## config.mk

```make
export PLATFORM = sky130hd
export DESIGN_NAME = i2c_master_byte_sequencer_top
export DESIGN_NICKNAME = d
export VERILOG_FILES = /design/src/hw/rtl/i2cmbs_pkg.sv /design/src/hw/rtl/i2cmbs_front.sv /design/src/hw/rtl/i2cmbs_back.sv /design/src/hw/rtl/i2c_master_byte_sequencer_top.sv
export SDC_FILE = /design/constraint.sdc
export NUM_CORES = 1
export LEC_CHECK = 0
export BUFFER_PORTS_ARGS = -buffer_cell sky130_fd_sc_hd__buf_2
export CAP_MARGIN = 20
export CORE_MARGIN = 4
export CORE_UTILIZATION = 50
export DETAILED_ROUTE_END_ITERATION = 8
export GPL_TIMING_DRIVEN = 0
export PLACE_DENSITY = 0.73
export SETUP_SLACK_MARGIN = 0.1
export SLEW_MARGIN = 5
export SYNTH_ARGS = -nofsm -noshare
export SYNTH_HDL_FRONTEND = slang
export SYNTH_SLANG_ARGS = --single-unit
```

## constraint.sdc

```tcl
create_clock -name aclk -period 3.1 [get_ports aclk]
set_input_delay 0.465 -clock aclk [delete_from_list [all_inputs] [get_ports aclk]]
set_output_delay 0.465 -clock aclk [all_outputs]
set_load 0.01 [all_outputs]
```

## src/hw/rtl/i2cmbs_pkg.sv

```systemverilog
// Shared types, constants and helpers for the I2C master byte sequencer.
package i2cmbs_pkg;

    localparam int DELAY_BITS = 16;
    localparam int CFG_W      = 16;
    localparam int CFG_IDX_W  = 2;
    localparam int QUEUE_DEPTH = 2;
    localparam int QPTR_W     = $clog2(QUEUE_DEPTH);
    localparam int QCNT_W     = $clog2(QUEUE_DEPTH + 1);

    // Configuration register indexes
    localparam logic [CFG_IDX_W-1:0] REG_SETUP_TICKS    = 2'd0;
    localparam logic [CFG_IDX_W-1:0] REG_HALF_BIT_TICKS = 2'd1;

    localparam logic [CFG_W-1:0] SETUP_TICKS_RST    = 16'd3;
    localparam logic [CFG_W-1:0] HALF_BIT_TICKS_RST = 16'd5;

    typedef enum logic [1:0] {
        CMD_START = 2'd0,
        CMD_STOP  = 2'd1,
        CMD_WRITE = 2'd2,
        CMD_READ  = 2'd3
    } cmd_t;

    typedef enum logic [4:0] {
        PH_IDLE        = 5'd0,
        PH_START_A     = 5'd1,
        PH_START_B     = 5'd2,
        PH_START_C     = 5'd3,
        PH_STOP_A      = 5'd4,
        PH_STOP_B      = 5'd5,
        PH_STOP_C      = 5'd6,
        PH_WR_SETUP    = 5'd7,
        PH_WR_HIGH     = 5'd8,
        PH_WR_LOW      = 5'd9,
        PH_WR_ACK      = 5'd10,
        PH_RD_HIGH     = 5'd11,
        PH_RD_LOW      = 5'd12,
        PH_RD_ACKSETUP = 5'd13,
        PH_RD_ACKHIGH  = 5'd14,
        PH_RD_ACKLOW   = 5'd15
    } phase_t;

    // One decoded tick as it travels from front to back
    typedef struct packed {
        logic       cmd_valid;
        cmd_t       cmd;
        logic [7:0] tx_byte;
        logic       send_ack;
        logic       sda_in;
    } tick_t;

    // Queue status seen by the back end
    typedef struct packed {
        logic  not_empty;
        tick_t head;
    } queue_stat_t;

    // Wait reload: saturate to the counter range, zero counts as one tick
    function automatic logic [DELAY_BITS-1:0] wait_load(input logic [CFG_W-1:0] ticks);
        logic [DELAY_BITS-1:0] t;
        if (CFG_W > DELAY_BITS && (ticks >> DELAY_BITS) != '0) begin
            t = '1;
        end else begin
            t = DELAY_BITS'(ticks);
        end
        if (t == '0) begin
            t = DELAY_BITS'(1);
        end
        return t;
    endfunction

endpackage

```

## src/hw/rtl/i2cmbs_front.sv

```systemverilog
// Front end: accepts ticks, decodes the command and queues them for the sequencer.
module i2cmbs_front (
    input  logic                     aclk,
    input  logic                     aresetn,
    input  logic                     s_valid,
    output logic                     s_ready,
    input  logic                     s_command_valid,
    input  logic [1:0]               s_command,
    input  logic [7:0]               s_tx_byte,
    input  logic                     s_send_ack,
    input  logic                     s_sda_in,
    input  logic                     pop,
    output i2cmbs_pkg::queue_stat_t  q_stat
);
    import i2cmbs_pkg::*;

    tick_t               entry_reg [QUEUE_DEPTH];
    logic [QPTR_W-1:0]   wr_ptr_reg, wr_ptr_next;
    logic [QPTR_W-1:0]   rd_ptr_reg, rd_ptr_next;
    logic [QCNT_W-1:0]   count_reg, count_next;
    logic                push;
    tick_t               in_tick;

    // Classify the incoming tick
    always_comb begin
        in_tick.cmd_valid = s_command_valid;
        in_tick.cmd       = cmd_t'(s_command);
        in_tick.tx_byte   = s_tx_byte;
        in_tick.send_ack  = s_send_ack;
        in_tick.sda_in    = s_sda_in;
    end

    assign s_ready = (count_reg != QCNT_W'(QUEUE_DEPTH));
    assign push    = s_valid && s_ready;

    // Pointer and fill bookkeeping
    always_comb begin
        wr_ptr_next = wr_ptr_reg;
        rd_ptr_next = rd_ptr_reg;
        count_next  = count_reg;
        if (push) begin
            wr_ptr_next = (wr_ptr_reg == QPTR_W'(QUEUE_DEPTH - 1)) ? '0
                                                                   : wr_ptr_reg + QPTR_W'(1);
        end
        if (pop) begin
            rd_ptr_next = (rd_ptr_reg == QPTR_W'(QUEUE_DEPTH - 1)) ? '0
                                                                   : rd_ptr_reg + QPTR_W'(1);
        end
        if (push && !pop) begin
            count_next = count_reg + QCNT_W'(1);
        end else if (pop && !push) begin
            count_next = count_reg - QCNT_W'(1);
        end
    end

    always_ff @(posedge aclk) begin
        if (!aresetn) begin
            wr_ptr_reg <= '0;
            rd_ptr_reg <= '0;
            count_reg  <= '0;
        end else begin
            wr_ptr_reg <= wr_ptr_next;
            rd_ptr_reg <= rd_ptr_next;
            count_reg  <= count_next;
        end
    end

    // Queue storage, no reset needed
    always_ff @(posedge aclk) begin
        if (push) begin
            entry_reg[wr_ptr_reg] <= in_tick;
        end
    end

    assign q_stat.not_empty = (count_reg != '0);
    assign q_stat.head      = entry_reg[rd_ptr_reg];

endmodule

```

## src/hw/rtl/i2cmbs_back.sv

```systemverilog
// Back end: bus phase sequencer, configuration registers and result register.
module i2cmbs_back (
    input  logic                                aclk,
    input  logic                                aresetn,
    input  logic                                cfg_we,
    input  logic [i2cmbs_pkg::CFG_IDX_W-1:0]    cfg_index,
    input  logic [i2cmbs_pkg::CFG_W-1:0]        cfg_data,
    input  i2cmbs_pkg::queue_stat_t             q_stat,
    output logic                                pop,
    output logic                                m_valid,
    input  logic                                m_ready,
    output logic                                m_scl_level,
    output logic                                m_sda_level,
    output logic                                m_busy_res,
    output logic                                m_done_res,
    output logic [7:0]                          m_rx_byte,
    output logic                                m_ack_received
);
    import i2cmbs_pkg::*;

    logic [CFG_W-1:0]      setup_reg;
    logic [CFG_W-1:0]      half_reg;
    phase_t                phase_reg, phase_next;
    logic [3:0]            bit_cnt_reg, bit_cnt_next;
    logic [DELAY_BITS-1:0] wait_reg, wait_next;
    logic [7:0]            shift_reg, shift_next;
    logic [7:0]            rx_reg, rx_next;
    logic                  ack_flag_reg, ack_flag_next;
    logic                  ack_req_reg, ack_req_next;
    logic                  scl_reg, scl_next;
    logic                  sda_reg, sda_next;
    logic                  done_reg, done_next;
    logic                  m_valid_reg, m_valid_next;
    logic [3:0]            bit_inc;
    logic [7:0]            shift_up;
    tick_t                 t;

    assign t        = q_stat.head;
    assign pop      = q_stat.not_empty && (!m_valid_reg || m_ready);
    assign bit_inc  = bit_cnt_reg + 4'd1;
    assign shift_up = {shift_reg[6:0], 1'b0};

    // Configuration writes
    always_ff @(posedge aclk) begin
        if (!aresetn) begin
            setup_reg <= SETUP_TICKS_RST;
            half_reg  <= HALF_BIT_TICKS_RST;
        end else if (cfg_we) begin
            if (cfg_index == REG_SETUP_TICKS) begin
                setup_reg <= cfg_data;
            end else if (cfg_index == REG_HALF_BIT_TICKS) begin
                half_reg <= cfg_data;
            end
        end
    end

    // One sequencer step per dequeued tick
    always_comb begin
        phase_next    = phase_reg;
        bit_cnt_next  = bit_cnt_reg;
        wait_next     = wait_reg;
        shift_next    = shift_reg;
        rx_next       = rx_reg;
        ack_flag_next = ack_flag_reg;
        ack_req_next  = ack_req_reg;
        scl_next      = scl_reg;
        sda_next      = sda_reg;
        done_next     = done_reg;
        if (pop) begin
            done_next = 1'b0;
            if (phase_reg == PH_IDLE) begin
                if (t.cmd_valid) begin
                    bit_cnt_next = '0;
                    case (t.cmd)
                        CMD_START: begin
                            scl_next   = 1'b1;
                            sda_next   = 1'b1;
                            phase_next = PH_START_A;
                            wait_next  = wait_load(half_reg);
                        end
                        CMD_STOP: begin
                            scl_next   = 1'b0;
                            sda_next   = 1'b0;
                            phase_next = PH_STOP_A;
                            wait_next  = wait_load(half_reg);
                        end
                        CMD_WRITE: begin
                            shift_next = t.tx_byte;
                            sda_next   = t.tx_byte[7];
                            phase_next = PH_WR_SETUP;
                            wait_next  = wait_load(setup_reg);
                        end
                        default: begin
                            shift_next   = '0;
                            ack_req_next = t.send_ack;
                            sda_next     = 1'b1;
                            scl_next     = 1'b1;
                            phase_next   = PH_RD_HIGH;
                            wait_next    = wait_load(half_reg);
                        end
                    endcase
                end
            end else if (wait_reg > DELAY_BITS'(1)) begin
                wait_next = wait_reg - DELAY_BITS'(1);
            end else begin
                case (phase_reg)
                    PH_START_A: begin
                        sda_next   = 1'b0;
                        phase_next = PH_START_B;
                        wait_next  = wait_load(half_reg);
                    end
                    PH_START_B: begin
                        scl_next   = 1'b0;
                        phase_next = PH_START_C;
                        wait_next  = wait_load(half_reg);
                    end
                    PH_STOP_A: begin
                        scl_next   = 1'b1;
                        phase_next = PH_STOP_B;
                        wait_next  = wait_load(half_reg);
                    end
                    PH_STOP_B: begin
                        sda_next   = 1'b1;
                        phase_next = PH_STOP_C;
                        wait_next  = wait_load(half_reg);
                    end
                    PH_START_C, PH_STOP_C: begin
                        phase_next = PH_IDLE;
                        done_next  = 1'b1;
                    end
                    PH_WR_SETUP: begin
                        scl_next   = 1'b1;
                        phase_next = PH_WR_HIGH;
                        wait_next  = wait_load(half_reg);
                    end
                    PH_WR_HIGH: begin
                        scl_next   = 1'b0;
                        phase_next = PH_WR_LOW;
                        wait_next  = wait_load(setup_reg);
                    end
                    PH_WR_LOW: begin
                        shift_next   = shift_up;
                        bit_cnt_next = bit_inc;
                        if (bit_inc < 4'd8) begin
                            sda_next   = shift_up[7];
                            phase_next = PH_WR_SETUP;
                            wait_next  = wait_load(setup_reg);
                        end else begin
                            sda_next   = 1'b1;
                            scl_next   = 1'b1;
                            phase_next = PH_WR_ACK;
                            wait_next  = wait_load(half_reg);
                        end
                    end
                    PH_WR_ACK: begin
                        ack_flag_next = t.sda_in;
                        scl_next      = 1'b0;
                        phase_next    = PH_IDLE;
                        done_next     = 1'b1;
                    end
                    PH_RD_HIGH: begin
                        shift_next = {shift_reg[6:0], t.sda_in};
                        scl_next   = 1'b0;
                        phase_next = PH_RD_LOW;
                        wait_next  = wait_load(half_reg);
                    end
                    PH_RD_LOW: begin
                        bit_cnt_next = bit_inc;
                        if (bit_inc < 4'd8) begin
                            scl_next   = 1'b1;
                            phase_next = PH_RD_HIGH;
                            wait_next  = wait_load(half_reg);
                        end else begin
                            sda_next   = !ack_req_reg;
                            phase_next = PH_RD_ACKSETUP;
                            wait_next  = wait_load(setup_reg);
                        end
                    end
                    PH_RD_ACKSETUP: begin
                        scl_next   = 1'b1;
                        phase_next = PH_RD_ACKHIGH;
                        wait_next  = wait_load(half_reg);
                    end
                    PH_RD_ACKHIGH: begin
                        scl_next   = 1'b0;
                        phase_next = PH_RD_ACKLOW;
                        wait_next  = wait_load(half_reg);
                    end
                    PH_RD_ACKLOW: begin
                        rx_next    = shift_reg;
                        sda_next   = 1'b1;
                        phase_next = PH_IDLE;
                        done_next  = 1'b1;
                    end
                    default: begin
                        phase_next = PH_IDLE;
                    end
                endcase
            end
        end
    end

    // Result handshake: hold until taken, reload on each dequeue
    always_comb begin
        if (pop) begin
            m_valid_next = 1'b1;
        end else if (m_ready) begin
            m_valid_next = 1'b0;
        end else begin
            m_valid_next = m_valid_reg;
        end
    end

    always_ff @(posedge aclk) begin
        if (!aresetn) begin
            phase_reg    <= PH_IDLE;
            bit_cnt_reg  <= '0;
            wait_reg     <= '0;
            shift_reg    <= '0;
            rx_reg       <= '0;
            ack_flag_reg <= 1'b1;
            ack_req_reg  <= 1'b0;
            scl_reg      <= 1'b1;
            sda_reg      <= 1'b1;
            done_reg     <= 1'b0;
            m_valid_reg  <= 1'b0;
        end else begin
            phase_reg    <= phase_next;
            bit_cnt_reg  <= bit_cnt_next;
            wait_reg     <= wait_next;
            shift_reg    <= shift_next;
            rx_reg       <= rx_next;
            ack_flag_reg <= ack_flag_next;
            ack_req_reg  <= ack_req_next;
            scl_reg      <= scl_next;
            sda_reg      <= sda_next;
            done_reg     <= done_next;
            m_valid_reg  <= m_valid_next;
        end
    end

    // Result fields are the sequencer state after the last step
    assign m_valid        = m_valid_reg;
    assign m_scl_level    = scl_reg;
    assign m_sda_level    = sda_reg;
    assign m_busy_res     = (phase_reg != PH_IDLE);
    assign m_done_res     = done_reg;
    assign m_rx_byte      = rx_reg;
    assign m_ack_received = ack_flag_reg;

endmodule

```

## src/hw/rtl/i2c_master_byte_sequencer_top.sv

```systemverilog
// Top level of the I2C master byte sequencer.
//
// Every input item is one bus tick: an optional command (start, stop, write
// byte, read byte) plus the sampled SDA level. Every accepted item yields
// exactly one result item: SCL/SDA levels, busy, done pulse, last read byte
// and last write acknowledge. Commands arriving while busy are ignored.
// Configuration: cfg_we/cfg_index/cfg_data write setup_ticks (index 0) and
// half_bit_ticks (index 1); write only while the sequencer is idle.
// Input items go into a two-entry queue; the sequencer takes one item per
// cycle from the queue unless a held result waits on m_ready, and holds
// its result in the output register. An accepted item is written into a
// queue entry; the sequencer step that takes it loads the result register.
// Throughput: one item per cycle while m_ready is high; single sequencer step.
// When m_ready is low the result holds, the queue takes up to two more items
// and s_ready drops; it rises again on the edge that takes the held result.
// Reset empties the queue, clears the result valid, releases SCL and SDA
// and loads the default wait settings (3 and 5).
module i2c_master_byte_sequencer_top (
    input  logic                                aclk,
    input  logic                                aresetn,
    input  logic                                cfg_we,
    input  logic [i2cmbs_pkg::CFG_IDX_W-1:0]    cfg_index,
    input  logic [i2cmbs_pkg::CFG_W-1:0]        cfg_data,
    input  logic                                s_valid,
    output logic                                s_ready,
    input  logic                                s_command_valid,
    input  logic [1:0]                          s_command,
    input  logic [7:0]                          s_tx_byte,
    input  logic                                s_send_ack,
    input  logic                                s_sda_in,
    output logic                                m_valid,
    input  logic                                m_ready,
    output logic                                m_scl_level,
    output logic                                m_sda_level,
    output logic                                m_busy_res,
    output logic                                m_done_res,
    output logic [7:0]                          m_rx_byte,
    output logic                                m_ack_received
);
    import i2cmbs_pkg::*;

    queue_stat_t q_stat;
    logic        pop;

    // Intake and tick queue
    i2cmbs_front u_front (
        .aclk            (aclk),
        .aresetn         (aresetn),
        .s_valid         (s_valid),
        .s_ready         (s_ready),
        .s_command_valid (s_command_valid),
        .s_command       (s_command),
        .s_tx_byte       (s_tx_byte),
        .s_send_ack      (s_send_ack),
        .s_sda_in        (s_sda_in),
        .pop             (pop),
        .q_stat          (q_stat)
    );

    // Bus sequencer and result register
    i2cmbs_back u_back (
        .aclk           (aclk),
        .aresetn        (aresetn),
        .cfg_we         (cfg_we),
        .cfg_index      (cfg_index),
        .cfg_data       (cfg_data),
        .q_stat         (q_stat),
        .pop            (pop),
        .m_valid        (m_valid),
        .m_ready        (m_ready),
        .m_scl_level    (m_scl_level),
        .m_sda_level    (m_sda_level),
        .m_busy_res     (m_busy_res),
        .m_done_res     (m_done_res),
        .m_rx_byte      (m_rx_byte),
        .m_ack_received (m_ack_received)
    );

endmodule

```

## Yosys cells after proc, flatten, opt, wreduce, memory -nomap -nowiden

Memories as Yosys holds them, arrays and structs flattened. A register that Yosys moved wholly into a read port is not among the register bits.
Cells that the tools add are included.

| word-level totals | value |
|---|---|
| bits in registers | 83 |
| memory bits (writable) | 26 |
| output and inout port bits | 15 |
| memories kept | 1 |

Memories:

| name | words | bits a word | rd ports | clocked after memory_dff | wr ports | RTL line | source |
|---|---|---|---|---|---|---|---|
| u_front.entry_reg | 2 | 13 | 1 | 1 | 1 | i2cmbs_front.sv:17 | `tick_t entry_reg [QUEUE_DEPTH];` |

| operators by class | value |
|---|---|
| $add $sub $neg | 6 |
| $lt $le $gt $ge | 2 |
| eq/ne operators | 26 |
| muxes and demuxes | 139 |
| bitwise gates (word level) | 4 |
| reduce and logical (&&, ||, !) cells | 56 |

Operator list:

| operator | number |
|---|---|
| $mux 16 | 94 |
| $logic_not 16->1 | 17 |
| $pmux 16 s11 | 1 |
| $pmux 5 s11 | 1 |
| $pmux 16 s3 | 1 |
| $eq 5x4->1 const B | 8 |
| $pmux 8 s2 | 2 |
| $mux 8 | 3 |
| $mux 1 | 21 |
| $eq 5x3->1 const B | 4 |
| $mux 4 | 5 |
| $gt 16x1->1 const B | 1 |
| $reduce_and 4->1 | 4 |
| $sub 16x1->16 const B | 1 |
| $mux 5 | 3 |
| $reduce_bool 5->1 | 3 |
| $reduce_bool 13->1 | 1 |
| $pmux 4 s3 | 1 |
| $eq 5x2->1 const B | 2 |
| $reduce_and 5->1 | 2 |
| $reduce_and 3->1 | 3 |
| $pmux 1 s4 | 2 |
| $reduce_bool 2->1 | 4 |
| $reduce_and 7->1 | 1 |
| other kinds (27) | 48 |

## Depth between registers and ports, before layout

Gate-level depths: netlist of run 1.

| depth | value |
|---|---|
| word-level depth | 13 |
| mapped depth | 10 |
| gate-level depth less buffers | 8 |

## Hierarchy

Synthesis of run 1 repeated with hierarchy kept, for this count alone.

| second synthesis, totals | value |
|---|---|
| cell total of the unflattened synthesis | 610 |
| area total of the unflattened synthesis | 5454.0 um^2 |

Modules (own cells, without submodules):

| module | instances | cells each | area an instance (um^2) | seq. area each (um^2) |
|---|---|---|---|---|
| i2cmbs_back | 1 | 546 | 4280.4 | 1561.5 |
| i2cmbs_front | 1 | 64 | 1173.6 | 880.8 |

## Worst setup path after synthesis of run 1

OpenSTA, ideal clock, no wires.

| path | value |
|---|---|
| path type | reg-to-reg |
| start | register with a tool-made name |
| end | register u_back.wait_reg[13] |
| setup time | 132 ps |
| arrival | 2418 ps |
| data required time | 2968 ps |
| slack | 550 ps |
| cell stages (with the launch flop) | 9 |
| path buffers | 3 |
| period minus slack after synthesis | 2550 ps |
| path through | dfxtp_1 -> clkbuf_1 -> clkbuf_1 -> mux2i_1 -> ha_1 -> buf_1 -> o22ai_1 -> a222oi_1 -> a21oi_1 |

RTL lines:

| element | RTL line | source |
|---|---|---|
| to (signal assigned) | i2cmbs_back.sv:230 | `wait_reg <= wait_next;` |
| to (decl) | i2cmbs_back.sv:25 | `logic [DELAY_BITS-1:0] wait_reg, wait_next;` |

## Worst setup path after layout of run 1

| path | value |
|---|---|
| start | register u_back.wait_reg[4] |
| end | register u_back.scl_reg (netlist: u_back.m_scl_level) |

| on the way | value |
|---|---|
| longest elaborated chain between the ends | 3 |

Ends and longest elaborated chain:

| element | RTL line | source |
|---|---|---|
| $gt 16x1->1 | i2cmbs_back.sv:103 | `end else if (wait_reg > DELAY_BITS'(1)) begin` |
| $ne 2x1->1 (no line) | n/a |  |
| $reduce_and 7->1 (no line) | n/a |  |
| to (signal assigned) | i2cmbs_back.sv:235 | `scl_reg <= scl_next;` |
| to (decl) | i2cmbs_back.sv:30 | `logic scl_reg, scl_next;` |

Every way passes these cells.
A chain may end at the register's enable or synchronous reset.

==> report_table.html, run 1 <==
<table>
<tr><th>Metric</th><th>Value</th></tr>
<tr><th colspan="2">Synthesis</th></tr>
<tr><td>Top post-synthesis cells by area</td><td>dfxtp_1 30%, edfxtp_1 14%, nand2_1 7.2%, a21boi_0 4.5%, mux2i_1 4.4%</td></tr>
<tr><td>Post-synthesis average cell area</td><td>8.97 um2</td></tr>
<tr><td>Area share of the leading cell type in the synthesized netlist</td><td>29.5%</td></tr>
<tr><td>Top cell types by occurrence after synthesis</td><td>108 x nand2_1, 83 x dfxtp_1, 41 x o21ai_0</td></tr>
<tr><td>Dominant cell type by area after synthesis</td><td>dfxtp_1</td></tr>
<tr><td>Net count after synthesis</td><td>670</td></tr>
<tr><td>Most used standard cell by instance count after synthesis</td><td>nand2_1</td></tr>
<tr><td>Commonest register cell after synthesis</td><td>dfxtp_1</td></tr>
<tr><td>Mapped Area</td><td>5630 um2</td></tr>
<tr><td>Instance count of the mapped netlist</td><td>627</td></tr>
<tr><td>Sequential area share after synthesis</td><td>43.4%</td></tr>
<tr><td>Ys Warns</td><td>0</td></tr>
<tr><td>Seq cells post-synth</td><td>109</td></tr>
<tr><td>Count of cell types in the netlist</td><td>67</td></tr>
<tr><td>Number of enable flip-flop cells after synthesis</td><td>26</td></tr>
<tr><td>Share of flip-flops with an asynchronous set or reset after synthesis</td><td>0%</td></tr>
<tr><th colspan="2">Timing</th></tr>
<tr><td>Setup repair after global routing missed its margin</td><td>yes</td></tr>
<tr><td>Worst-margin pin slew</td><td>897 ps</td></tr>
<tr><td>Max-Slew Margin vs Limit</td><td>40.1%</td></tr>
<tr><td>Setup tns final</td><td>0 ps</td></tr>
<tr><td>Clock skew</td><td>8.05 ps</td></tr>
<tr><td>Clock period minus worst slack</td><td>2900 ps</td></tr>
<tr><td>Total count of hold-check failures in the final report</td><td>0</td></tr>
<tr><td>Count of final max-slew check failures</td><td>0</td></tr>
<tr><td>Highest clock rate</td><td>345 MHz</td></tr>
<tr><td>Final Setup Violations</td><td>0</td></tr>
<tr><td>Final worst path period share</td><td>93.6%</td></tr>
<tr><th colspan="2">Die</th></tr>
<tr><td>Die X-Extent</td><td>114 um</td></tr>
<tr><td># IOs</td><td>51</td></tr>
<tr><td>FP Rows</td><td>38</td></tr>
<tr><td>Vertical die dimension</td><td>114 um</td></tr>
<tr><td>Effective utilization at floorplan</td><td>51.5%</td></tr>
<tr><td>DIE AREA</td><td>13,000 um2</td></tr>
<tr><td>Area of the core region</td><td>10,900 um2</td></tr>
<tr><th colspan="2">Drt</th></tr>
<tr><td>Post-detailed-routing wire length</td><td>15,400 um</td></tr>
<tr><td>Count of routing violations after the opening detailed-route iteration</td><td>592</td></tr>
<tr><td>Overall via count from detail_route</td><td>5,026</td></tr>
<tr><td>Drc violations</td><td>0</td></tr>
<tr><td>Via count normalized by instance count</td><td>6.02</td></tr>
<tr><td>Post-route ant nets</td><td>0</td></tr>
<tr><td>Average wire per standard cell</td><td>18.5 um</td></tr>
<tr><td>First-pass DRT Iterations</td><td>6</td></tr>
<tr><th colspan="2">Cells and area</th></tr>
<tr><td>Final std cell area, no fill</td><td>6390 um2</td></tr>
<tr><td>Fraction of final layout cells sized beyond drive strength 1</td><td>14.2%</td></tr>
<tr><td>Max FFs per register</td><td>26</td></tr>
<tr><td>Diodes inserted</td><td>0</td></tr>
<tr><td>Growth of design area from synthesis to finish</td><td>13.5%</td></tr>
<tr><td>Final #Nets</td><td>733</td></tr>
<tr><td>Filler cells</td><td>1,005</td></tr>
<tr><td>Final core utilization</td><td>58.4%</td></tr>
<tr><td>Area of the multi-input gates</td><td>3000 um2</td></tr>
<tr><td>Sequential cell area</td><td>2440 um2</td></tr>
<tr><th colspan="2">Clocking</th></tr>
<tr><td>TritonCTS clock tree</td><td>yes</td></tr>
<tr><td>Cts bufs inserted</td><td>9</td></tr>
<tr><td>Post-CTS clock slew at the launch and capture registers of the worst setup and hold paths</td><td>70 ps</td></tr>
<tr><td>H-tree Lvls</td><td>3</td></tr>
<tr><td>Bufs on Longest Clock Path</td><td>2</td></tr>
<tr><td>Quantity of hold-fixing buffers added after cts</td><td>0</td></tr>
<tr><td>Root buffer cell</td><td>clkbuf_16</td></tr>
<tr><td>Total number of clock tree sinks</td><td>109</td></tr>
<tr><td>Worst-skew pair later-pin latency</td><td>360 ps</td></tr>
<tr><th colspan="2">Power</th></tr>
<tr><td>Combinational cell fraction of total power</td><td>50.9%</td></tr>
<tr><td>Switching power</td><td>2760 uW</td></tr>
<tr><td>Pwr dens</td><td>975 nW/um2</td></tr>
<tr><td>Worst voltage drop across the vdd grid</td><td>455 uV</td></tr>
<tr><td>Leakage</td><td>0.00245 uW</td></tr>
<tr><td>Share of power burned in registers</td><td>30.8%</td></tr>
<tr><td>Internal power component</td><td>3470 uW</td></tr>
<tr><td>Clock power frac</td><td>18.3%</td></tr>
<tr><td>Overall power consumption</td><td>6230 uW</td></tr>
<tr><td>Fraction of power spent switching nets</td><td>44.3%</td></tr>
<tr><th colspan="2">Setup path</th></tr>
<tr><td>Critical path fanouts, max</td><td>8</td></tr>
<tr><td>Data arrival time of the critical path</td><td>3150 ps</td></tr>
<tr><td>Worst setup EP type</td><td>flop</td></tr>
<tr><td>Endpoint of the worst-slack reg-to-reg timing path</td><td>u_back.m_scl_level</td></tr>
<tr><td>Critical setup path kind</td><td>flop to flop</td></tr>
<tr><td>Origin of the critical flop-to-flop path</td><td>u_back.wait_reg[4]</td></tr>
<tr><td>Setup slack on the worst flop-to-flop path</td><td>200 ps</td></tr>
<tr><td>Startpoint types</td><td>flop</td></tr>
<tr><td>Required arrival time at the worst endpoint</td><td>3350 ps</td></tr>
<tr><td>Worst Reg2Reg Path Length in Cells</td><td>6</td></tr>
<tr><th colspan="2">Placed design</th></tr>
<tr><td>Estimated wirelength of the detail-placed design</td><td>11,200 um</td></tr>
<tr><td>RePlAce Congestion</td><td>0.950</td></tr>
<tr><td>Number of port buffers</td><td>50</td></tr>
<tr><td>Area of placed instances</td><td>6060 um2</td></tr>
<tr><th colspan="2">Global routing</th></tr>
<tr><td>Total global-route track usage</td><td>23.9%</td></tr>
<tr><td>Final global-route overflow total</td><td>0</td></tr>
<tr><td>Vias in the first global route</td><td>4,903</td></tr>
<tr><td>Maximum number of pins on one net before global-route repair</td><td>18</td></tr>
<tr><td>Initial antenna violation count</td><td>1</td></tr>
<tr><td>Global-route wire length before repair</td><td>24,700 um</td></tr>
<tr><th colspan="2">Hold path</th></tr>
<tr><td>Capture endpoint of the worst hold path</td><td>u_front.entry_reg[1][1]</td></tr>
<tr><td>WHS Path Cells</td><td>1</td></tr>
<tr><td>Source of the worst hold timing path</td><td>s_send_ack</td></tr>
<tr><td>Hold WC Path Type</td><td>input port to flop</td></tr>
<tr><th colspan="2">Run status</th></tr>
<tr><td>Status</td><td>completed</td></tr>
<tr><th colspan="2">Job</th></tr>
<tr><td>Max-capacitance violation count</td><td>0</td></tr>
</table>
[worst max-delay path by stage]
| stage | startpoint | to | slack [ps] | cells past startpoint |
|---|---|---|---|---|
| after floorplan | flop | u_back.wait_reg[13] | 550 | 8 |
| after global placement | flop | u_back.wait_reg[0] | -260 | 9 |
| after detailed placement | flop | u_back.wait_reg[0] | -310 | 9 |
| after CTS | u_back.phase_reg[0] | m_busy_res | 150 | 6 |
| after global routing | u_back.wait_reg[4] | u_back.m_rx_byte[4] | 90 | 6 |
| final | u_back.wait_reg[4] | u_back.m_scl_level | 200 | 6 |
[what timing repair did]
item	in CTS	in global routing
endpoints found under the setup margin	11	4
pin swaps	0	1
gates resized for setup	4	6
buffers inserted	0	1
[routing by layer]
metal / global-route usage (%) / up-vias / wire (um)
met3: 4.33 / 31 / 1100
met4: 9.90 / 0 / 367
met2: 37.7 / 208 / 7140
met5: 0 / - / 0
li1: - / 2398 / -
met1: 32.4 / 2389 / 6840
[cells by family after synthesis]
group           count (synthesis)  synth area share [%]
buf+inv                        48                  3.69
compound gates                162                  19.5
flops                         109                  43.4
xor+xnor                       18                  3.07
mux                            37                  6.85
fa+ha+maj                       7                  1.56
simple gates                  246                  21.9
[power groups by stage]
stage	Sequential, uW	Combinational [uW]	Clock [uW]
4_1_cts	1910	3030	1150
2_1_floorplan	1890	2200	0
6_report	1920	3170	1140
3_5_place_dp	1930	2990	0
5_1_grt	1950	3440	1210
3_3_place_gp	1920	2960	0
[metrics by stage]
step / setup slack, ps / std cells / hold WS [ps]
finish: 198 / 835 / 296
global route: 86.1 / 835 / 286
CTS: 146 / 834 / 287
detailed placement: -310 / 818 / 460
global placement: -256 / 817 / 452
floorplan: 550 / 627 / 443
[layout by cell type, fill, tap and decap left out, types with 4 or more instances in the layout]
master	count
nand2_1	108
dfxtp_1	83
buf_2	52
o21ai_0	40
a21boi_0	34
nand3_1	31
nor2_1	30
clkbuf_1	28
a21oi_1	27
edfxtp_1	26
mux2i_1	25
nor2b_1	16
mux2_2	12
inv_1	11
nor4_1	10
o211a_1	10
xnor2_1	9
nor3_1	9
clkbuf_16	9
xor2_1	8
ha_1	7
and2_1	6
a31oi_1	6
o211ai_1	5
a221oi_1	5
nand2b_1	4
and3_1	4
nand4_1	4
a22oi_1	4
[final cells by class]
cell class              instances  share of cell area, %
clock buffers                   9                   3.53
well taps                     140                   2.74
repair buffers                 52                   4.15
flip-flops and latches        109                   38.2
plain buffers                  37                   2.66
multi-input cells             470                   47.0
inverters                      11                  0.646
clock inverters                 7                   1.02
[critical path: stages, from the launching register on]
cell and delay [ps]:
dfxtp_1 390, nor4_2 500, nand4b_1 360, o21ai_4 390, nand2b_1 220, a2111oi_1 550, mux2_2 390
Note: power is estimated with default switching activity, not from simulation.
==> inputs of run 2 (changes only) <==
- REMOVE_ABC_BUFFERS: default -> 1
==> run 2 against run 1 <==
  * Cell count down 3.6%
  * Global-route usage down 1.9 points
  * First-iteration DRC count down 27%
  * Critical path depth unchanged
  * Fmax up 4.8%
  * Combinational power down 5%
  * Design area down 1.3%
  * Sequential power up 7%
  * Critical path type unchanged
==> report_table.html, run 2 (synthesis results as in run 1) <==
<table>
<tr><th>Metric</th><th>Value</th></tr>
<tr><th colspan="2">Run status</th></tr>
<tr><td>Status</td><td>completed</td></tr>
<tr><th colspan="2">Setup path</th></tr>
<tr><td>Worst Reg2Reg Path Length in Cells</td><td>6 (unchanged)</td></tr>
<tr><td>Endpoint of the worst-slack reg-to-reg timing path</td><td>u_back.m_scl_level</td></tr>
<tr><td>Setup slack on the worst flop-to-flop path</td><td>330 ps (+130 ps)</td></tr>
<tr><td>Data arrival time of the critical path</td><td>3010 ps (-140 ps)</td></tr>
<tr><td>Worst setup EP type</td><td>flop</td></tr>
<tr><td>Required arrival time at the worst endpoint</td><td>3340 ps (about the same)</td></tr>
<tr><td>Startpoint types</td><td>flop</td></tr>
<tr><td>Critical path fanouts, max</td><td>8 (unchanged)</td></tr>
<tr><td>Origin of the critical flop-to-flop path</td><td>u_back.wait_reg[10]</td></tr>
<tr><td>Critical setup path kind</td><td>flop to flop</td></tr>
<tr><th colspan="2">Drt</th></tr>
<tr><td>Post-detailed-routing wire length</td><td>13,800 um (-11%)</td></tr>
<tr><td>Count of routing violations after the opening detailed-route iteration</td><td>435 (-27%)</td></tr>
<tr><td>Via count normalized by instance count</td><td>5.91 (-1.8%)</td></tr>
<tr><td>Post-route ant nets</td><td>0 (unchanged)</td></tr>
<tr><td>Overall via count from detail_route</td><td>4,757 (-5.4%)</td></tr>
<tr><td>Drc violations</td><td>0 (unchanged)</td></tr>
<tr><td>Average wire per standard cell</td><td>17.1 um (-7.3%)</td></tr>
<tr><td>First-pass DRT Iterations</td><td>5 (-1)</td></tr>
<tr><th colspan="2">Power</th></tr>
<tr><td>Leakage</td><td>0.00239 uW (-2.3%)</td></tr>
<tr><td>Worst voltage drop across the vdd grid</td><td>525 uV (+15%)</td></tr>
<tr><td>Pwr dens</td><td>977 nW/um2 (+0.19%)</td></tr>
<tr><td>Overall power consumption</td><td>6160 uW (-1.1%)</td></tr>
<tr><th colspan="2">Die</th></tr>
<tr><td>DIE AREA</td><td>13,000 um2 (unchanged)</td></tr>
<tr><td>Die X-Extent</td><td>114 um (unchanged)</td></tr>
<tr><td>FP Rows</td><td>38 (unchanged)</td></tr>
<tr><td>Effective utilization at floorplan</td><td>51.5% (unchanged)</td></tr>
<tr><td># IOs</td><td>51 (unchanged)</td></tr>
<tr><td>Area of the core region</td><td>10,900 um2 (unchanged)</td></tr>
<tr><td>Vertical die dimension</td><td>114 um (unchanged)</td></tr>
<tr><th colspan="2">Clocking</th></tr>
<tr><td>Total number of clock tree sinks</td><td>109 (unchanged)</td></tr>
<tr><td>H-tree Lvls</td><td>3 (unchanged)</td></tr>
<tr><td>Post-CTS clock slew at the launch and capture registers of the worst setup and hold paths</td><td>70 ps (about the same)</td></tr>
<tr><td>TritonCTS clock tree</td><td>yes</td></tr>
<tr><td>Cts bufs inserted</td><td>9 (unchanged)</td></tr>
<tr><td>Root buffer cell</td><td>clkbuf_16</td></tr>
<tr><td>Worst-skew pair later-pin latency</td><td>360 ps (about the same)</td></tr>
<tr><td>Bufs on Longest Clock Path</td><td>2 (unchanged)</td></tr>
<tr><th colspan="2">Global routing</th></tr>
<tr><td>Global-route wire length before repair</td><td>23,100 um (-6.7%)</td></tr>
<tr><td>Total global-route track usage</td><td>21.9% (-1.9 points)</td></tr>
<tr><td>Initial antenna violation count</td><td>0 (-1)</td></tr>
<tr><td>Final global-route overflow total</td><td>0 (unchanged)</td></tr>
<tr><td>Maximum number of pins on one net before global-route repair</td><td>63 (+45)</td></tr>
<tr><td>Vias in the first global route</td><td>4,622 (-5.7%)</td></tr>
<tr><th colspan="2">Timing</th></tr>
<tr><td>Max-Slew Margin vs Limit</td><td>49.4% (+9.4 points)</td></tr>
<tr><td>Highest clock rate</td><td>361 MHz (+4.8%)</td></tr>
<tr><td>Total count of hold-check failures in the final report</td><td>0 (unchanged)</td></tr>
<tr><td>Clock skew</td><td>7.98 ps (-0.0662 ps)</td></tr>
<tr><td>Final Setup Violations</td><td>0 (unchanged)</td></tr>
<tr><td>Final worst path period share</td><td>89.3% (-4.3 points)</td></tr>
<tr><td>Worst slack on hold paths</td><td>295 ps (-0.811 ps)</td></tr>
<tr><td>Setup tns final</td><td>0 ps (unchanged)</td></tr>
<tr><td>Count of final max-slew check failures</td><td>0 (unchanged)</td></tr>
<tr><td>Worst-margin pin slew</td><td>750 ps (-147 ps)</td></tr>
<tr><td>Setup repair after global routing missed its margin</td><td>no</td></tr>
<tr><td>Clock period minus worst slack</td><td>2770 ps (-134 ps)</td></tr>
<tr><th colspan="2">Placed design</th></tr>
<tr><td>Estimated wirelength of the detail-placed design</td><td>9450 um (-16%)</td></tr>
<tr><td>RePlAce Congestion</td><td>0.896 (-5.6%)</td></tr>
<tr><td>Number of port buffers</td><td>50 (unchanged)</td></tr>
<tr><td>Area of placed instances</td><td>5950 um2 (-1.8%)</td></tr>
<tr><th colspan="2">Cells and area</th></tr>
<tr><td>Top library cells by usage in the layout, fill and taps aside</td><td>108 x nand2_1, 78 x dfxtp_1, 50 x buf_2</td></tr>
<tr><td>Growth of design area from synthesis to finish</td><td>12.0%</td></tr>
<tr><td>Final #Nets</td><td>703 (-4.1%)</td></tr>
<tr><td>Diodes inserted</td><td>0 (unchanged)</td></tr>
<tr><td>Max FFs per register</td><td>26 (unchanged)</td></tr>
<tr><td>Fraction of final layout cells sized beyond drive strength 1</td><td>16.7% (+2.4 points)</td></tr>
<tr><td>Final std cell area, no fill</td><td>6300 um2 (-1.3%)</td></tr>
<tr><td>Most frequent standard cell in the layout excluding fill and tap cells</td><td>nand2_1</td></tr>
<tr><th colspan="2">Hold path</th></tr>
<tr><td>WHS Path Cells</td><td>1 (unchanged)</td></tr>
<tr><td>Capture endpoint of the worst hold path</td><td>u_front.entry_reg[0][5]</td></tr>
<tr><td>Hold WC Path Type</td><td>input port to flop</td></tr>
<tr><td>Source of the worst hold timing path</td><td>s_tx_byte[3]</td></tr>
<tr><th colspan="2">Job</th></tr>
<tr><td>Max-capacitance violation count</td><td>0 (unchanged)</td></tr>
</table>
## run 2: worst max-delay path by stage
stage	start	to	slack, ps	cells after the start
after detailed placement	u_back.phase_reg[0]	u_back.m_scl_level	-660	6
final	u_back.wait_reg[10]	u_back.m_scl_level	330	6
after global placement	u_back.phase_reg[0]	u_back.m_scl_level	-2420	6
after floorplan	u_back.phase_reg[0]	u_back.m_scl_level	-560	6
after global routing	u_back.wait_reg[4]	u_back.wait_reg[0]	150	6
after CTS	u_back.phase_reg[2]	u_back.m_scl_level	60	7
## run 2: layout make-up
class / count / area (um2)
clock buffer: 9 / 225
clock inverter: 7 / 55.1
inverter: 11 / 45.0
multi-input combinational: 470 / 3020
timing repair inverter: 1 / 5.00
timing repair buffer: 58 / 330
tap: 140 / 175
fill: 977 / 4630
sequential: 109 / 2450
## run 2: critical path: stages (launching register included)
cell and delay, ps:
dfxtp_1 360, nor4_1 510, nand4b_1 330, o21ai_4 390
nand2b_1 250, a2111oi_2 440, mux2_2 370
## run 2: stage by stage
stage                     worst slack [ps]  instances  util (%)
after floorplan                       -559        590         -
after global placement               -2420        780      53.8
after detailed placement              -660        784      54.4
after CTS                             55.6        804      57.4
after global routing                   149        805      57.6
final                                  331        805      57.6
## run 2: layer usage
metal  track usage, %  wire length, um
met1             29.5             6210
met2             35.0             6590
met3             4.76              807
met4             7.76              185
met5                0                0
## run 2: what timing repair did
action | in CTS | in global routing
endpoints found under the hold margin | 0 | 0
pin swaps | 1 | 1
gates resized for setup | 4 | 9
gates cloned | 1 | 0
endpoints found under the setup margin | 35 | 10
hold buffers | 0 | 0
setup buffers | 3 | 0
## run 2: report_power, final
group          leakage, uW  switching, uW  internal (uW)  total, uW
sequential        0.000921            357           1710       2060
combinational      0.00134           1830           1170       3000
clock             0.000129            542            554       1100
==> inputs of run 3 (changes only) <==
- CORE_UTILIZATION: 50 -> 40
- PLACE_DENSITY: 0.73 -> 0.61
==> run 3 against run 2 <==
  * First-iteration DRC count is 19% higher
  * Register-to-register slack lost 50 ps
  * Sequential share of layout area decreased by 0.50 points
  * Hold slack got worse by 8.0 ps
  * Critical path depth grew 1
  * Sequential power hardly changed
  * Cell count grew 5.2%
  * Fmax is 1.9% lower
  * Critical path type unchanged
  * Highest routed layer unchanged
==> report_table.html, run 3 (synthesis results as in run 1) <==
<table>
<tr><th>Metric</th><th>Value</th></tr>
<tr><th colspan="2">Cells and area</th></tr>
<tr><td>Top library cells by usage in the layout, fill and taps aside</td><td>108 x nand2_1, 80 x dfxtp_1, 50 x buf_2</td></tr>
<tr><td>Growth of design area from synthesis to finish</td><td>13.4%</td></tr>
<tr><td>Filler cells</td><td>1,347 (+38%)</td></tr>
<tr><td>Final #Nets</td><td>705 (+0.28%)</td></tr>
<tr><td>Fraction of final layout cells sized beyond drive strength 1</td><td>16.2% (-0.50 points)</td></tr>
<tr><td>Final cell count without fillers</td><td>847 (+5.2%)</td></tr>
<tr><td>Diodes inserted</td><td>0 (unchanged)</td></tr>
<tr><td>Max FFs per register</td><td>26 (unchanged)</td></tr>
<tr><td>Most frequent standard cell in the layout excluding fill and tap cells</td><td>nand2_1</td></tr>
<tr><th colspan="2">Timing</th></tr>
<tr><td>Worst-margin pin slew</td><td>886 ps (+136 ps)</td></tr>
<tr><td>Count of final max-slew check failures</td><td>0 (unchanged)</td></tr>
<tr><td>Clock period minus worst slack</td><td>2820 ps (+54.3 ps)</td></tr>
<tr><td>Final worst path period share</td><td>91.1% (+1.8 points)</td></tr>
<tr><td>Highest clock rate</td><td>354 MHz (-1.9%)</td></tr>
<tr><td>Total count of hold-check failures in the final report</td><td>0 (unchanged)</td></tr>
<tr><td>Clock skew</td><td>9.72 ps (+1.73 ps)</td></tr>
<tr><td>Smallest setup slack after layout</td><td>277 ps (-54.3 ps)</td></tr>
<tr><td>Setup repair after global routing missed its margin</td><td>no</td></tr>
<tr><td>Final Setup Violations</td><td>0 (unchanged)</td></tr>
<tr><td>Setup tns final</td><td>0 ps (unchanged)</td></tr>
<tr><td>Max-Slew Margin vs Limit</td><td>40.8% (-8.7 points)</td></tr>
<tr><th colspan="2">Global routing</th></tr>
<tr><td>Vias in the first global route</td><td>4,662 (+0.87%)</td></tr>
<tr><td>Initial antenna violation count</td><td>0 (unchanged)</td></tr>
<tr><td>Maximum number of pins on one net before global-route repair</td><td>60 (-4.8%)</td></tr>
<tr><td>Global-route wire length before repair</td><td>23,900 um (+3.7%)</td></tr>
<tr><td>Final global-route overflow total</td><td>0 (unchanged)</td></tr>
<tr><td>Total global-route track usage</td><td>18.5% (-3.5 points)</td></tr>
<tr><th colspan="2">Run status</th></tr>
<tr><td>Status</td><td>completed</td></tr>
<tr><th colspan="2">Die</th></tr>
<tr><td>FP Rows</td><td>43 (+13%)</td></tr>
<tr><td>Effective utilization at floorplan</td><td>40.7% (-11 points)</td></tr>
<tr><td>Die X-Extent</td><td>127 um (+11%)</td></tr>
<tr><td>DIE AREA</td><td>16,000 um2 (+23%)</td></tr>
<tr><td># IOs</td><td>51 (unchanged)</td></tr>
<tr><td>Area of the core region</td><td>13,800 um2 (+26%)</td></tr>
<tr><td>Vertical die dimension</td><td>127 um (+11%)</td></tr>
<tr><th colspan="2">Setup path</th></tr>
<tr><td>CP max stage delay</td><td>530 ps (+20 ps)</td></tr>
<tr><td>Required arrival time at the worst endpoint</td><td>3350 ps (about the same)</td></tr>
<tr><td>Data arrival time of the critical path</td><td>3080 ps (+70 ps)</td></tr>
<tr><td>Startpoint types</td><td>flop</td></tr>
<tr><td>Critical path fanouts, max</td><td>19 (+11)</td></tr>
<tr><td>Slowest CP cell</td><td>dfxtp_1</td></tr>
<tr><td>Critical setup path kind</td><td>flop to flop</td></tr>
<tr><td>Worst setup EP type</td><td>flop</td></tr>
<tr><td>Crit-path cells</td><td>nor4_4 -&gt; buf_8 -&gt; clkinvlp_4 -&gt; o21ai_4 -&gt; nand2b_1 -&gt; a2111oi_0 -&gt; mux2_2</td></tr>
<tr><th colspan="2">Job</th></tr>
<tr><td>Max-capacitance violation count</td><td>0 (unchanged)</td></tr>
<tr><th colspan="2">Placed design</th></tr>
<tr><td>RePlAce Congestion</td><td>0.949 (+5.9%)</td></tr>
<tr><td>Setup WS pre-CTS</td><td>-778 ps (-118 ps)</td></tr>
<tr><td>Estimated wirelength of the detail-placed design</td><td>9820 um (+3.9%)</td></tr>
<tr><td>Cells after DPL</td><td>824 (+5.1%)</td></tr>
<tr><td>Number of port buffers</td><td>50 (unchanged)</td></tr>
<tr><th colspan="2">Drt</th></tr>
<tr><td>Post-route ant nets</td><td>0 (unchanged)</td></tr>
<tr><td>Count of routing violations after the opening detailed-route iteration</td><td>518 (+19%)</td></tr>
<tr><td>First-pass DRT Iterations</td><td>5 (unchanged)</td></tr>
<tr><td>Average wire per standard cell</td><td>17.1 um (-0.27%)</td></tr>
<tr><td>Overall via count from detail_route</td><td>4,871 (+2.4%)</td></tr>
<tr><td>Drc violations</td><td>0 (unchanged)</td></tr>
<tr><td>Post-detailed-routing wire length</td><td>14,500 um (+4.9%)</td></tr>
<tr><td>Via count normalized by instance count</td><td>5.75 (-2.7%)</td></tr>
<tr><th colspan="2">Clocking</th></tr>
<tr><td>Root buffer cell</td><td>clkbuf_16</td></tr>
<tr><td>Cts bufs inserted</td><td>9 (unchanged)</td></tr>
<tr><td>Post-CTS clock slew at the launch and capture registers of the worst setup and hold paths</td><td>70 ps (about the same)</td></tr>
<tr><td>Total number of clock tree sinks</td><td>109 (unchanged)</td></tr>
<tr><td>Worst-skew pair later-pin latency</td><td>360 ps (about the same)</td></tr>
<tr><td>H-tree Lvls</td><td>3 (unchanged)</td></tr>
<tr><td>TritonCTS clock tree</td><td>yes</td></tr>
<tr><td>Quantity of hold-fixing buffers added after cts</td><td>0 (unchanged)</td></tr>
<tr><td>Bufs on Longest Clock Path</td><td>2 (unchanged)</td></tr>
<tr><th colspan="2">Hold path</th></tr>
<tr><td>Hold WC Path Type</td><td>input port to flop</td></tr>
<tr><th colspan="2">Power</th></tr>
<tr><td>Pwr dens</td><td>981 nW/um2 (+0.45%)</td></tr>
<tr><td>Leakage</td><td>0.00240 uW (+0.55%)</td></tr>
<tr><td>Worst voltage drop across the vdd grid</td><td>470 uV (-10%)</td></tr>
</table>
-- run 3: cell count changes in the layout (fill, tap and decap cells not counted), sizes merged --
cell	delta
clkbuf	+2
buf	+2
inv	-2
-- run 3: through the flow --
step	total power (uW)	utilization, %	hold WS, ps	area [um2]
floorplan	3970	-	440	5460
global placement	4420	42.9	459	5940
detailed placement	4860	43.4	459	6010
CTS	6120	45.8	273	6330
global route	6700	46.1	267	6380
finish	6260	46.1	287	6380
-- run 3: what timing repair did --
| action | 4_1_cts | 5_1_grt |
|---|---|---|
| gates cloned | 1 | 0 |
| endpoints found under the setup margin | 35 | 25 |
| pin swaps | 1 | 2 |
| buffers inserted | 1 | 4 |
| resized for setup | 7 | 4 |
-- run 3: routing by layer --
layer | GRT usage, % | vias to the layer above | routed length (um)
li1 | - | 2337 | -
met1 | 24.6 | 2346 | 6610
met2 | 29.0 | 156 | 6810
met3 | 4.25 | 32 | 689
met4 | 7.44 | 0 | 371
met5 | 0 | - | 0
-- run 3: worst paths after layout --
check             slack, ps  cells past startpoint           startpoint                       to
setup / recovery        280                      7  u_back.phase_reg[3]       u_back.m_scl_level
hold / removal          290                      1         s_tx_byte[5]  u_front.entry_reg[1][7]
setup reg to reg        280                      7  u_back.phase_reg[3]       u_back.m_scl_level
hold reg to reg         470                      2   u_back.half_reg[0]       u_back.half_reg[0]
-- run 3: power breakdown --
part,internal (uW),switching [uW],total (uW)
registers,1700,352,2060
logic,1210,1870,3080
clock network,576,544,1120
-- run 3: critical path, delay by kind of cell (launching register included) --
family / cells / cell delay [ps]
simple gates: 2 / 670
mux: 1 / 390
compound gates: 2 / 680
flops: 1 / 530
buf+inv: 2 / 440
-- run 3: final cells by class --
class	instances	area [um2]	area share, %
multi-input cells	470	3020	47.3
flip-flops and latches	109	2450	38.3
repair buffers	60	353	5.53
clock buffers	11	243	3.80
well taps	180	225	3.53
inverters	11	45.0	0.706
clock inverters	5	42.5	0.667
repair inverters	1	5.00	0.0784
